[config.mk]
export PLATFORM = sky130hd
export DESIGN_NAME = edd_chan
export DESIGN_NICKNAME = d
export VERILOG_FILES = /design/src/rtl/error_diffusion_dither_rgb555_top_defines.svh /design/src/rtl/edd_pkg.sv /design/src/rtl/edd_chan.sv
export SDC_FILE = /design/constraint.sdc
export NUM_CORES = 1
export LEC_CHECK = 0
export BUFFER_PORTS_ARGS = -buffer_cell sky130_fd_sc_hd__buf_4
export CAP_MARGIN = 20
export CORE_MARGIN = 2
export CORE_UTILIZATION = 45
export DETAILED_ROUTE_END_ITERATION = 16
export PLACE_DENSITY_LB_ADDON = 0.05
export SYNTH_ARGS = -nofsm -noshare
export SYNTH_HDL_FRONTEND = slang
export SYNTH_SLANG_ARGS = --single-unit
[constraint.sdc]
create_clock -name vclk -period 23.2
set_clock_uncertainty 0.15 [all_clocks]
set_input_delay 6.96 -clock vclk [all_inputs]
set_output_delay 6.96 -clock vclk [all_outputs]
set_load 0.02 [all_outputs]
[src/rtl/error_diffusion_dither_rgb555_top_defines.svh]
// ----------------------------------------------------------------------------
// Error diffusion dither assertion macros
// Shared concurrent assertion forms, clocked on i_clk and masked during reset.
// ----------------------------------------------------------------------------
`ifndef ERROR_DIFFUSION_DITHER_RGB555_TOP_DEFINES_SVH
`define ERROR_DIFFUSION_DITHER_RGB555_TOP_DEFINES_SVH

// Same-cycle implication.
`define EDD_ASSERT_IMP(lbl, ante, cons) \
    lbl: assert property (@(posedge i_clk) disable iff (!i_rst_n) (ante) |-> (cons)) \
        else $error("edd: same-cycle check failed");

// Next-cycle implication.
`define EDD_ASSERT_NXT(lbl, ante, cons) \
    lbl: assert property (@(posedge i_clk) disable iff (!i_rst_n) (ante) |=> (cons)) \
        else $error("edd: next-cycle check failed");

`endif

[src/rtl/edd_pkg.sv]
// ----------------------------------------------------------------------------
// Error diffusion dither package
// Widths, register indexes and the structs shared by the dither modules.
// ----------------------------------------------------------------------------
package edd_pkg;

    localparam int NUM_CHAN    = 3;
    localparam int PIX_W       = 8;
    localparam int Q_W         = 5;
    localparam int ERR_W       = 8;
    localparam int WORD_W      = NUM_CHAN * Q_W;
    localparam int WIDTH_REG_W = 13;
    localparam int HEIGHT_W    = 16;
    localparam int CFG_IDX_W   = 1;
    localparam int CFG_DATA_W  = 16;
    localparam int OQ_DEPTH    = 4;
    localparam int OQ_CNT_W    = $clog2(OQ_DEPTH + 1);

    localparam logic [CFG_IDX_W-1:0] CFG_IMAGE_WIDTH  = 1'b0;
    localparam logic [CFG_IDX_W-1:0] CFG_IMAGE_HEIGHT = 1'b1;

    localparam logic [WIDTH_REG_W-1:0] RESET_IMAGE_WIDTH  = 13'd640;
    localparam logic [HEIGHT_W-1:0]    RESET_IMAGE_HEIGHT = 16'd480;

    typedef logic signed [ERR_W-1:0] t_err;

    // Quantized code of one channel and its weighted error terms.
    typedef struct packed {
        logic [Q_W-1:0] q;
        t_err           e1;
        t_err           e3;
        t_err           e5;
        t_err           e7;
    } t_chan_res;

    typedef struct packed {
        logic [WORD_W-1:0] pixel_word;
        logic              row_end;
        logic              frame_end;
    } t_out_item;

    typedef struct packed {
        logic                valid;
        logic [OQ_CNT_W-1:0] count;
    } t_oq_stat;

endpackage

[src/rtl/edd_chan.sv]
// ----------------------------------------------------------------------------
// Error diffusion dither channel quantizer
// Adds the diffused error to one color byte, clamps, quantizes to five bits
// and forms the weighted error terms for the neighbors.
// ----------------------------------------------------------------------------
module edd_chan (
    input  logic [edd_pkg::PIX_W-1:0] i_pixel,
    input  edd_pkg::t_err             i_row_err,
    input  edd_pkg::t_err             i_carry,
    output edd_pkg::t_chan_res        o_res
);

    // floor(q*255/31) equals 8*q plus this small correction.
    function automatic logic [2:0] level_frac(input logic [4:0] q);
        logic [2:0] f;
        f = {2'b00, q >= 5'd5}  + {2'b00, q >= 5'd9}  + {2'b00, q >= 5'd14} +
            {2'b00, q >= 5'd18} + {2'b00, q >= 5'd23} + {2'b00, q >= 5'd27} +
            {2'b00, q >= 5'd31};
        return f;
    endfunction

    logic signed [8:0] acc;
    logic signed [8:0] acc_adj;
    logic signed [8:0] quo;
    logic signed [9:0] sum;
    logic [7:0]        sat;
    logic [4:0]        q;
    logic [2:0]        frac;
    logic signed [4:0] e;
    edd_pkg::t_err     e8;

    always_comb begin
        acc     = {i_row_err[7], i_row_err} + {i_carry[7], i_carry};
        // Division by 16 that truncates toward zero.
        acc_adj = acc[8] ? (acc + 9'sd15) : acc;
        quo     = acc_adj >>> 4;
        sum     = $signed({2'b00, i_pixel}) + $signed({quo[8], quo});
        if (sum[9]) begin
            sat = 8'd0;
        end else if (sum[8]) begin
            sat = 8'hff;
        end else begin
            sat = sum[7:0];
        end
        q    = sat[7:3];
        frac = level_frac(q);
        e    = $signed({2'b00, sat[2:0]}) - $signed({2'b00, frac});
        e8   = {{3{e[4]}}, e};
    end

    assign o_res.q  = q;
    assign o_res.e1 = e8;
    assign o_res.e3 = (e8 <<< 1) + e8;
    assign o_res.e5 = (e8 <<< 2) + e8;
    assign o_res.e7 = (e8 <<< 3) - e8;

endmodule

==> results.json <==
{
  "cts_resized": 0,
  "die_w_um": 68.9,
  "antenna_found_initial": 0,
  "cp-end-kind": "output port",
  "wl_per_cell_um": 11.0,
  "tightest_slew_ns": 0.618,
  "drtIter0Drc": 45,
  "grt_pass1_wl_mm": 6.18,
  "synth_top_area_cell": "ha_1",
  "synth_cell_types": 49,
  "mostFrequentLayoutCell": "buf_4",
  "cp-start-kind": "input port",
  "diodes": 0,
  "synthTopCellsByArea": "ha_1 20%, fa_1 13%, xor2_1 6.0%",
  "io_buffers": 61,
  "crit_fanout": 12,
  "fin_crit_ns": 22.44,
  "status": "finished, final reports clean",
  "vias": 1643,
  "regArea_um2": 0,
  "final_cell_mix": "63 x buf_4, 31 x ha_1, 30 x inv_1",
  "synth_sequential_area_ratio_pct": 0,
  "fmax_ghz": 0.0446,
  "gp_congestion": 0.860,
  "drive_gt1_share_pct": 30.1,
  "drv_cap": 0,
  "hold_class": "input port to output port",
  "core_area_um2": 4030,
  "wl_mm": 3.60,
  "drv_slew": 0,
  "setup_viol": 0,
  "area_growth_pct": 20.4,
  "synth.top_cell.area_share_pct": 20.5,
  "ys_warn_count": 0,
  "critPathKind": "input port to output port",
  "syn-num-nets": 300,
  "path_common_cell": "fa_1",
  "nFillCells": 397,
  "hold_viol": 0,
  "dp_hpwl_mm": 3.17,
  "start_util_pct": 47.0,
  "fin_tns_setup_ns": 0,
  "nClkBuffers": 0,
  "die_h_um": 68.9,
  "synthCells": 233,
  "gr-total-overflow": 0,
  "maxSlewHeadroom_pct": 58.6,
  "slowest_delay_ns": 0.58,
  "required_ns": 16.09,
  "post_cts_buffers": 0,
  "critical_path_arrival_ns": 15.33,
  "crit_slowest_cell": "fa_1",
  "grt_use_total_pct": 16.0,
  "drc": 0,
  "vias_per_cell": 5.04,
  "dieArea_um2": 4750,
  "final_nets": 345,
  "synth_area_per_cell_um2": 8.14,
  "cts_hold_buffers": 0,
  "grt_max_degree": 15,
  "num_rows": 23,
  "grt_setup_unrepaired": "no",
  "ant_nets": 0,
  "design.seq.count": 0,
  "grt_pass1_vias": 1478,
  "period_share_pct": 96.7,
  "first_pass_iters": 4,
  "syn_area_um2": 1900,
  "io_pins": 61
}
[synth_stat cells (2+ instances only)]
library cell and instances:
nor2b_1 6, xnor2_1 12, a21oi_2 4, fa_1 12
nand3_1 7, o21ai_1 4, ha_1 31, a311o_1 3
a211oi_1 2, buf_6 2, nor3_1 2, buf_4 15
nand2b_1 3, o21ai_0 3, nor2_1 11, a21o_1 3
o21bai_1 6, nand2_1 12, xnor2_2 2, xor2_1 13
buf_2 2, inv_1 30, a21oi_1 21, a31oi_1 2
[cell type report]
type	instances	area, um2	area share (%)
Tap cell	50	62.6	2.74
Inverter	30	113	4.93
Multi-Input combinational cell	183	1630	71.6
Timing Repair Buffer	63	473	20.7
[cell families (layout without fill, tap and decap cells)]
| family | after synthesis | in the layout | share of synthesized area [%] |
|---|---|---|---|
| xor+xnor | 28 | 28 | 14.1 |
| buf+inv | 50 | 93 | 13.8 |
| simple gates | 51 | 51 | 14.5 |
| mux | 2 | 2 | 1.12 |
| compound gates | 59 | 59 | 23.3 |
| fa+ha+maj | 43 | 43 | 33.1 |
[critical path: cells and delay by family]
kind	cells	cell delay [ns]
AOI/OAI and AO/OA	11	2.18
buffers and inverters	9	0.93
xor gates and xnor gates	3	0.72
adders and majority gates	10	3.91
and+or+nand+nor	3	0.49
muxes	1	0.13
[worst paths after layout]
| kind | start | to | slack [ns] | cells after the start |
|---|---|---|---|---|
| setup / recovery | i_row_err[0] | o_res[11] | 0.76 | 37 |
| hold / removal | i_pixel[3] | o_res[32] | 14.40 | 6 |
[metal layers]
layer / vias up / wire length (um) / track usage [%]
met5: - / 0 / 0
met4: 0 / 0 / 0
met3: 0 / 177 / 0.487
met2: 40 / 1690 / 28.6
met1: 730 / 1730 / 22.7
li1: 873 / - / -
[stage by stage]
| stage | cells | area [um2] | setup slack [ns] | util (%) | hold WS (ns) |
|---|---|---|---|---|---|
| floorplan | 233 | 1900 | 0.730 | - | 14.20 |
| global placement | 326 | 2280 | 0.811 | 56.6 | 14.41 |
| global route | 326 | 2280 | 0.0340 | 56.6 | 14.48 |
| CTS | 326 | 2280 | 0.730 | 56.6 | 14.41 |
| finish | 326 | 2280 | 0.765 | 56.6 | 14.40 |
| detailed placement | 326 | 2280 | 0.782 | 56.6 | 14.40 |
Power is not shown: default switching activity piles up to over one toggle a cycle in this logic, so the estimate is an artifact.
