**src/rtl/error_diffusion_dither_rgb555_top_defines.svh**
```systemverilog
// ----------------------------------------------------------------------------
// Error diffusion dither assertion macros
// Shared concurrent assertion forms, clocked on i_clk and masked during reset.
// ----------------------------------------------------------------------------
`ifndef ERROR_DIFFUSION_DITHER_RGB555_TOP_DEFINES_SVH
`define ERROR_DIFFUSION_DITHER_RGB555_TOP_DEFINES_SVH

// Same-cycle implication.
`define EDD_ASSERT_IMP(lbl, ante, cons) \
    lbl: assert property (@(posedge i_clk) disable iff (!i_rst_n) (ante) |-> (cons)) \
        else $error("edd: same-cycle check failed");

// Next-cycle implication.
`define EDD_ASSERT_NXT(lbl, ante, cons) \
    lbl: assert property (@(posedge i_clk) disable iff (!i_rst_n) (ante) |=> (cons)) \
        else $error("edd: next-cycle check failed");

`endif

```
**src/rtl/edd_pkg.sv**
```systemverilog
// ----------------------------------------------------------------------------
// Error diffusion dither package
// Widths, register indexes and the structs shared by the dither modules.
// ----------------------------------------------------------------------------
package edd_pkg;

    localparam int NUM_CHAN    = 3;
    localparam int PIX_W       = 8;
    localparam int Q_W         = 5;
    localparam int ERR_W       = 8;
    localparam int WORD_W      = NUM_CHAN * Q_W;
    localparam int WIDTH_REG_W = 13;
    localparam int HEIGHT_W    = 16;
    localparam int CFG_IDX_W   = 1;
    localparam int CFG_DATA_W  = 16;
    localparam int OQ_DEPTH    = 4;
    localparam int OQ_CNT_W    = $clog2(OQ_DEPTH + 1);

    localparam logic [CFG_IDX_W-1:0] CFG_IMAGE_WIDTH  = 1'b0;
    localparam logic [CFG_IDX_W-1:0] CFG_IMAGE_HEIGHT = 1'b1;

    localparam logic [WIDTH_REG_W-1:0] RESET_IMAGE_WIDTH  = 13'd640;
    localparam logic [HEIGHT_W-1:0]    RESET_IMAGE_HEIGHT = 16'd480;

    typedef logic signed [ERR_W-1:0] t_err;

    // Quantized code of one channel and its weighted error terms.
    typedef struct packed {
        logic [Q_W-1:0] q;
        t_err           e1;
        t_err           e3;
        t_err           e5;
        t_err           e7;
    } t_chan_res;

    typedef struct packed {
        logic [WORD_W-1:0] pixel_word;
        logic              row_end;
        logic              frame_end;
    } t_out_item;

    typedef struct packed {
        logic                valid;
        logic [OQ_CNT_W-1:0] count;
    } t_oq_stat;

endpackage

```
**src/rtl/edd_outq.sv**
```systemverilog
// ----------------------------------------------------------------------------
// Error diffusion dither output queue
// Small register queue that decouples result delivery from the pixel pipe.
// ----------------------------------------------------------------------------
`include "error_diffusion_dither_rgb555_top_defines.svh"

module edd_outq (
    input  logic               i_clk,
    input  logic               i_rst_n,
    input  logic               i_push,
    input  edd_pkg::t_out_item i_item,
    input  logic               i_pop,
    output edd_pkg::t_out_item o_item,
    output edd_pkg::t_oq_stat  o_stat
);

    localparam int PW = $clog2(edd_pkg::OQ_DEPTH);

    edd_pkg::t_out_item            r_mem [edd_pkg::OQ_DEPTH];
    logic [PW-1:0]                 r_wptr;
    logic [PW-1:0]                 r_rptr;
    logic [edd_pkg::OQ_CNT_W-1:0]  r_count;

    always_ff @(posedge i_clk) begin
        if (i_push) begin
            r_mem[r_wptr] <= i_item;
        end
    end

    always_ff @(posedge i_clk) begin
        if (!i_rst_n) begin
            r_wptr  <= '0;
            r_rptr  <= '0;
            r_count <= '0;
        end else begin
            if (i_push) begin
                r_wptr <= r_wptr + PW'(1);
            end
            if (i_pop) begin
                r_rptr <= r_rptr + PW'(1);
            end
            case ({i_push, i_pop})
                2'b10: begin
                    r_count <= r_count + edd_pkg::OQ_CNT_W'(1);
                end
                2'b01: begin
                    r_count <= r_count - edd_pkg::OQ_CNT_W'(1);
                end
                default: begin
                    r_count <= r_count;
                end
            endcase
        end
    end

    assign o_item       = r_mem[r_rptr];
    assign o_stat.valid = (r_count != '0);
    assign o_stat.count = r_count;

    `EDD_ASSERT_IMP(a_oq_no_overflow, i_push && !i_pop, r_count < edd_pkg::OQ_CNT_W'(edd_pkg::OQ_DEPTH))

endmodule

```
**config.mk**
```make
export PLATFORM = sky130hd
export DESIGN_NAME = edd_outq
export DESIGN_NICKNAME = d
export VERILOG_FILES = /design/src/rtl/edd_pkg.sv /design/src/rtl/edd_outq.sv
export VERILOG_INCLUDE_DIRS = /design/src /design/src/rtl
export SDC_FILE = /design/constraint.sdc
export NUM_CORES = 1
export LEC_CHECK = 0
export BUFFER_PORTS_ARGS = -buffer_cell sky130_fd_sc_hd__buf_2
export CORE_ASPECT_RATIO = 0.9
export CORE_MARGIN = 5
export CORE_UTILIZATION = 43
export CTS_CLUSTER_DIAMETER = 80
export DETAILED_ROUTE_END_ITERATION = 8
export HOLD_SLACK_MARGIN = 0.1
export PLACE_DENSITY = 0.65
export RECOVER_POWER = 25
export SLEW_MARGIN = 40
export SYNTH_ARGS = -nofsm -noshare
export SYNTH_HDL_FRONTEND = slang
export SYNTH_SLANG_ARGS = --single-unit
```
**constraint.sdc**
```tcl
create_clock -name i_clk -period 1.33 [get_ports i_clk]
set_input_delay 0.133 -clock i_clk [delete_from_list [all_inputs] [get_ports i_clk]]
set_output_delay 0.133 -clock i_clk [all_outputs]
set_load 0.05 [all_outputs]
```
==> results of run 1 <==
==> layer usage <==
metal / global-route usage, % / up-vias
met4: 4.97 / 0
met2: 22.1 / 33
met3: 3.94 / 5
li1: - / 682
met1: 15.0 / 734
met5: 0 / -
==> final cells by class <==
class                      instances  area, um^2  share of cell area, %
clock buffer                      11         131                   3.42
clock inverter                     5        75.1                   1.96
inverter                           6        22.5                  0.587
multi-input combinational         47         642                   16.7
sequential                        77        2230                   58.2
tap                               90         113                   2.93
timing repair buffer              70         622                   16.2
==> cell usage after synthesis <==
cell type and n:
nand2_1 2, fa_1 1, buf_12 1, mux4_1 7
nor2b_1 1, mux4_2 10, xor2_1 3, mux2i_1 1
buf_2 2, and2_1 10, dfxtp_1 9, buf_6 1
o21ai_0 2, edfxtp_1 68, inv_1 6, xnor2_1 2
a21boi_0 1, or3_1 2, ha_1 5
==> sequential cells by signal, indices dropped and copies added (netlist names), named ones only <==
name	count
r_rptr	2
r_wptr	2
r_mem	68
r_count	3
==> where the power goes <==
group	internal [mW]	switching [mW]
registers	2.77	0.0499
clock network	1.05	0.777
logic	0.478	0.645
==> final timing paths <==
| kind | startpoint | end | cells past startpoint |
|---|---|---|---|
| hold / removal | i_rst_n | r_wptr[0]$_SDFFE_PN0P_ | 2 |
| setup reg to reg | r_count[0]$_SDFFE_PN0P_ | r_count[2]$_SDFFE_PN0P_ | 5 |
| hold reg to reg | r_count[2]$_SDFFE_PN0P_ | r_count[2]$_SDFFE_PN0P_ | 2 |
| setup / recovery | register | o_item[3] | 3 |
==> logic make-up after synthesis <==
group / count (synthesis) / synth area share [%]
XOR/XNOR: 5 / 1.49
multiplexers: 18 / 14.3
flip-flops: 77 / 75.6
AO/OA/AOI/OAI: 3 / 0.596
AND/OR/NAND/NOR: 15 / 3.02
buffers and inverters: 10 / 2.17
adder cells (fa/ha/maj): 6 / 2.81
==> critical path: stages, from the launching register on <==
cell,delay [ns]
dfxtp_4,0.38
buf_12,0.14
mux4_2,0.52
buf_6,0.17
==> per-stage QoR <==
stage          util, %  instances
2_1_floorplan        -        134
3_3_place_gp      50.4        272
3_5_place_dp      50.4        272
4_1_cts           58.0        306
5_1_grt           58.0        306
6_report          58.0        306
==> timing repair <==
item                                   4_1_cts  5_1_grt
hold buffers                                17        0
gates resized for setup                     41        2
pin swaps                                    1        1
gates cloned                                 0        0
endpoints found under the hold margin       68        0
setup endpoints to repair                   70       19
setup buffers                                1        0
==> flow_summary.toml, run 1 <==
[power]
finalPower_mw = 5.76
powerDensity_nw_per_um2 = 1500
leakagePower_nw = 1.34
peakVddDrop_uv = 758

[floorplanning]
rows = 28
dieArea_um2 = 8590
design.core.area_um2 = 6620
die_y_um = 88.4
start_util_pct = 44.4
die_w_um = 97.1
io_pins = 42

[drt]
met2_length_mm = 2.68
via_count = 1454
ant_nets = 0
drt_iter0_markers = 26
top_layer = "met4"
routedWlPerCell_um = 16.5
drc = 0
drt_first_pass_iters = 5
wirelength_mm = 5.05
wl_met1_mm = 2.13
dr_wl_met3_um = 206
drt-vias-per-instance = 4.75

[layout]
fin_area_um2 = 3840
final_cell_mix = "edfxtp_1, buf_6, mux4_2, dlygate4sd3_1, clkbuf_1"
syn_to_final_growth_pct = 30.7
num_antenna_cells = 0
final_common_cell = "edfxtp_1"
fin_nets = 238
layout-drive-gt1-share_pct = 38.0
num-fill-cells = 500

[place]
place_ws_ns = -0.280
port-buffer-count = 41
dp_hpwl_mm = 3.38
dpl_cell_area_um2 = 3340
gp_congestion = 0.728

[sta]
max_freq_mhz = 596
finClkSkew_ns = 0.00966
relSlewSlack_pct = 81.6
min_period_ns = 1.68
setup_violations = 19
post-route-period-util_pct = 126
setup_tns_ns = -5.80
drv_slew = 0
rsz0062_at_grt = "true"
fin_ws_ns = -0.348
hold_viol = 0
worst_pin_slew_ns = 0.276
whs_ns = 0.116

[global_routing]
grt_use_total_pct = 12.7
grt_overflow = 0
grt_antenna_before_repair = 0
grt_pass1_vias = 1627
grt_max_degree = 18
grt_first_pass_wirelength_mm = 8.18

[critical_path]
crit_path_end_kind = "output port"
rrSetupSlack_ns = -0.08
start_kind = "register"
worstSetupPathType = "register to output port"
critPathArrivalTime_ns = 1.54
cp.required_ns = 1.20
path_max_fanout = 8

[yosys]
ys_seq_area_share_pct = 75.6
yosysTopAreaCell = "edfxtp_1"
yosysWarnings = 0
synth_cell_types = 19
netlist_area_um2 = 2940
synth_top_area_share_pct = 69.5
synthTopCellsByArea = "edfxtp_1, mux4_2, mux4_1, dfxtp_1, and2_1"
syn_inst = 134
avgSynthCellArea_um2 = 21.9
synth_seq_cells = 77
syn_nets = 161

[status]
status = "complete, but fails checks"
violations = "setup timing"

[clock_network]
clock_latency_ns = 0.33
cts_tree = "done"
clock-root-buffer = "clkbuf_8"
numCtsBuffers = 9
cts_sinks = 77
cts.clk_slew.worst_paths_ns = 0.07
clockBufferDepth = 2
h-tree-depth = 3

[job]
max-cap-violations = 0

[hold_path]
hold_class = "input pin to register"
No activity file was read; power rests on OpenSTA's default activity.
==> run 2, diff against run 1 <==
Settings changed: CORE_MARGIN 5 to 2, PLACE_DENSITY 0.65 to default.
Clock period 1.33 ns to 2.1 ns, I/O delays scaled along.
==> flow_summary.toml, run 2 (same netlist as run 1, synthesis figures left out) <==
[layout]
syn_to_final_growth_pct = 24.6
num_antenna_cells = 0
fin_nets = 230
utilization_pct = 55.6
largest_registers = "r_mem (68), r_count (3)"
final_cell_mix = "edfxtp_1, buf_2, dlygate4sd3_1, clkbuf_1, mux4_2"
layout-drive-gt1-share_pct = 29.8
final_common_cell = "edfxtp_1"
largest_register_ffs = 68
fin_cells = 298
top_register = "r_mem"

[sta]
setup_violations = 0
drv_slew = 0
whs_ns = 0.184
finClkSkew_ns = 0.00748
relSlewSlack_pct = 68.0
min_period_ns = 1.95
hold_viol = 0
setup_tns_ns = 0
rsz0062_at_grt = "false"
worst_pin_slew_ns = 0.481
post-route-period-util_pct = 93.0
max_freq_mhz = 512

[job]
max-cap-violations = 0

[floorplanning]
io_pins = 42
start_util_pct = 44.6
die_w_um = 91.1
dieArea_um2 = 7510
rows = 28
design.core.area_um2 = 6590
die_y_um = 82.4

[power]
powerDensity_nw_per_um2 = 994
peakVddDrop_uv = 431
finalPower_mw = 3.64
leakagePower_nw = 1.29

[critical_path]
worstSetupPathType = "register to output port"
start_kind = "register"
cp.required_ns = 1.89
critPathArrivalTime_ns = 1.74
crit_path_end_kind = "output port"
path_max_fanout = 17

[global_routing]
grt_use_total_pct = 14.4
grt_max_degree = 18
grt_overflow = 0
grt_pass1_vias = 1525
grt_antenna_before_repair = 0
grt_first_pass_wirelength_mm = 7.68

[drt]
wirelength_mm = 4.85
routedWlPerCell_um = 16.3
via_count = 1427
drc = 0
drt-vias-per-instance = 4.79
ant_nets = 0
drt_iter0_markers = 71
drt_first_pass_iters = 4

[clock_network]
clock_latency_ns = 0.34
clockBufferDepth = 2
cts_tree = "done"
numCtsBuffers = 9
cts_sinks = 77
post-cts-setup-buffers = 0
h-tree-depth = 3
clock-root-buffer = "clkbuf_8"
cts.clk_slew.worst_paths_ns = 0.08

[place]
placed_cells = 265
dp_hpwl_mm = 3.07
gp_congestion = 0.639
port-buffer-count = 41

[hold_path]
hold_class = "input pin to register"

[status]
status = "complete, no violations"
==> run 2: changes by cell type in the layout (fill, tap and decap cells not counted), moves of 5 or more <==
cell / before / now
buf_2: 12 / 30
buf_4: 7 / 2
mux4_1: 0 / 7
mux4_2: 17 / 10
buf_6: 18 / 1
==> run 2: worst max-delay path: stages, from the launching register on <==
cell     delay [ns]
dfxtp_1        0.33
buf_6          0.24
mux4_1         0.60
buf_2          0.23
==> run 2: area by class of cell <==
type / instances / area (um^2)
Fill cell: 544 / 2930
Sequential cell: 77 / 2220
Multi-Input combinational cell: 47 / 656
Timing Repair Buffer: 62 / 408
Clock buffer: 10 / 128
Tap cell: 90 / 113
Clock inverter: 6 / 111
Inverter: 6 / 22.5
==> run 2: path summary, 6_finish.rpt <==
path / slack (ns) / depth (start not counted) / end / startpoint
hold / removal: 0.18 / 2 / r_count[0]$_SDFFE_PN0P_ / i_rst_n
hold reg to reg: 0.52 / 2 / r_count[2]$_SDFFE_PN0P_ / r_count[2]$_SDFFE_PN0P_
setup / recovery: 0.15 / 3 / o_item[15] / register
setup reg to reg: 0.52 / 5 / r_count[2]$_SDFFE_PN0P_ / r_count[1]$_SDFFE_PN0P_
==> run 2: power by group <==
group,switching (mW),leakage (nW),internal [mW]
clock network,0.503,0.116,0.789
registers,0.0267,0.699,1.75
logic,0.381,0.474,0.187
==> run 2: through the flow <==
step | worst slack (ns) | cell area, um^2
2_1_floorplan | 0.227 | 2940
3_3_place_gp | 0.419 | 3260
3_5_place_dp | 0.354 | 3260
4_1_cts | 0.0471 | 3670
5_1_grt | 0.0477 | 3660
6_report | 0.146 | 3660
==> run 2: timing repair <==
| item | in CTS | in global routing |
|---|---|---|
| hold buffers | 17 | 0 |
| endpoints found under the setup margin | 0 | 3 |
| endpoints found under the hold margin | 68 | 0 |
| gates resized for setup | 0 | 1 |
==> run 2: layer usage <==
layer  vias to the layer above  GRT usage, %  part of all wire (%)
li1                        673             -                     -
met1                       719          16.7                    41
met2                        26          25.0                    53
met3                         9          4.45                   3.8
met4                         0          7.27                   1.6
met5                         -             0                     0
==> run 3, diff against run 2 <==
Settings changed: CORE_ASPECT_RATIO 0.9 to 1.4.
==> flow_summary.toml, run 3 (same netlist as run 1, synthesis figures left out) <==
[status]
status = "complete, no violations"

[critical_path]
crit_slowest_cell = "mux4_1"
cp_top_family = "multiplexers"
critPathArrivalTime_ns = 1.70
reg2reg_depth = 5
path_buf_inv = 2
cp.required_ns = 1.89
worstSetupPathType = "register to output port"
regToRegStartpoint = "r_count[1]$_SDFFE_PN0P_"
crit_path_end_kind = "output port"
start_kind = "register"
timing.rr.end = "r_count[2]$_SDFFE_PN0P_"
rrSetupSlack_ns = 0.52
crit_chain = "buf_12, mux4_1, buf_2"
path_max_fanout = 17
cpPeakStageDelay_ns = 0.58

[hold_path]
hold_start = "i_rst_n"
hold_depth = 2
hold_class = "input pin to register"
whs_endpoint = "r_wptr[0]$_SDFFE_PN0P_"

[global_routing]
grt_max_degree = 18
grt_overflow = 0
grt_antenna_before_repair = 0
grt_first_pass_wirelength_mm = 7.49
grt_use_total_pct = 14.4
grt_pass1_vias = 1523

[layout]
final_common_cell = "edfxtp_1"
largest_register_ffs = 68
fin_nets = 232
fin_area_um2 = 3660
num_antenna_cells = 0
largest_registers = "r_mem (68), r_count (3)"
top_register = "r_mem"
syn_to_final_growth_pct = 24.7
final_cell_mix = "edfxtp_1, buf_2, dlygate4sd3_1, clkbuf_1"
layout-drive-gt1-share_pct = 27.1

[power]
finalPower_mw = 3.64
leakagePower_nw = 1.29
clock_power_share_pct = 35.4
power_frac_comb_pct = 15.7
peakVddDrop_uv = 712
swShare_pct = 24.8
netSwitchingPower_mw = 0.904
intPower_mw = 2.73
p_seq_share_pct = 48.8
powerDensity_nw_per_um2 = 994

[drt]
wirelength_mm = 4.80
drt_first_pass_iters = 5
routedWlPerCell_um = 15.9
drt_iter0_markers = 52
drc = 0
via_count = 1424
ant_nets = 0
drt-vias-per-instance = 4.72

[sta]
relSlewSlack_pct = 76.2
rsz0062_at_grt = "false"
hold_viol = 0
post-route-period-util_pct = 91.0
worst_pin_slew_ns = 0.357
min_period_ns = 1.91
drv_slew = 0
max_freq_mhz = 523
finClkSkew_ns = 0.00808
setup_violations = 0
setup_tns_ns = 0

[clock_network]
post-cts-setup-buffers = 0
cts_sinks = 77
clock-root-buffer = "clkbuf_8"
cts_tree = "done"
clockBufferDepth = 2
clock_latency_ns = 0.35
h-tree-depth = 3
cts.clk_slew.worst_paths_ns = 0.07
numCtsBuffers = 9

[floorplanning]
dieArea_um2 = 7520
rows = 35
die_y_um = 102
io_pins = 42
design.core.area_um2 = 6610
die_w_um = 73.9
start_util_pct = 44.4

[job]
max-cap-violations = 0

[place]
port-buffer-count = 41
dpl_cell_area_um2 = 3270
gp_congestion = 0.747
dp_hpwl_mm = 3.23
[run 3: changes by cell type in the layout (fill, tap and decap cells not counted), sizes merged]
| cell | change |
|---|---|
| clkbuf | +4 |
| clkinvlp | -1 |
| clkinv | -1 |
[run 3: area by class of cell]
class	instances	area [um^2]
clock buffer	12	135
multi-input combinational	47	652
inverter	6	22.5
clock inverter	4	98.8
tap	92	115
timing repair buffer	64	417
fill	520	2950
sequential	77	2220
[run 3: worst reg2reg max path: stages, from the launching register on]
cell and delay [ns]:
dfxtp_1 0.37, inv_1 0.08, fa_1 0.43, xor2_1 0.18, or3_1 0.30, a21boi_0 0.16
[run 3: what timing repair did]
action	in CTS	in global routing
hold endpoints to repair	68	0
resized for setup	0	0
endpoints found under the setup margin	0	0
hold buffers	17	0
[run 3: worst max path at each step]
stage                                         end  slack, ns  cells after the start
final                                  o_item[11]       0.19                      3
after global routing                    o_item[3]       0.10                      3
after CTS                              o_item[11]       0.16                      3
after detailed placement  r_count[2]$_SDFFE_PN0P_       0.33                      8
after global placement    r_count[2]$_SDFFE_PN0P_       0.43                      8
after floorplan           r_count[2]$_SDFFE_PN0P_       0.23                      5
[run 3: power by group through the flow]
stage                     combinational (mW)  sequential, mW  clock [mW]
after floorplan                        0.397            1.83           0
after global placement                 0.546            1.81           0
after detailed placement               0.560            1.81           0
after CTS                              0.587            1.78        1.31
after global routing                   0.612            1.78        1.38
final                                  0.573            1.78        1.29
[run 3: through the flow]
stage | cells | hold slack (ns) | util [%] | setup slack (ns)
floorplan | 134 | 0.309 | - | 0.227
global placement | 269 | 0.420 | 49.5 | 0.428
detailed placement | 269 | 0.427 | 49.5 | 0.332
CTS | 302 | 0.147 | 55.6 | 0.158
global route | 302 | 0.161 | 55.4 | 0.105
finish | 302 | 0.156 | 55.4 | 0.189
[run 3: layer usage]
metal  part of all wire [%]  wire length (um)  vias to the layer above  GRT usage, %
met3                    3.8               182                        6          5.87
li1                       -                 -                      676             -
met2                     55              2660                       31          24.8
met5                      0                 0                        -             0
met1                     39              1860                      711          15.6
met4                    2.0                95                        0          5.87
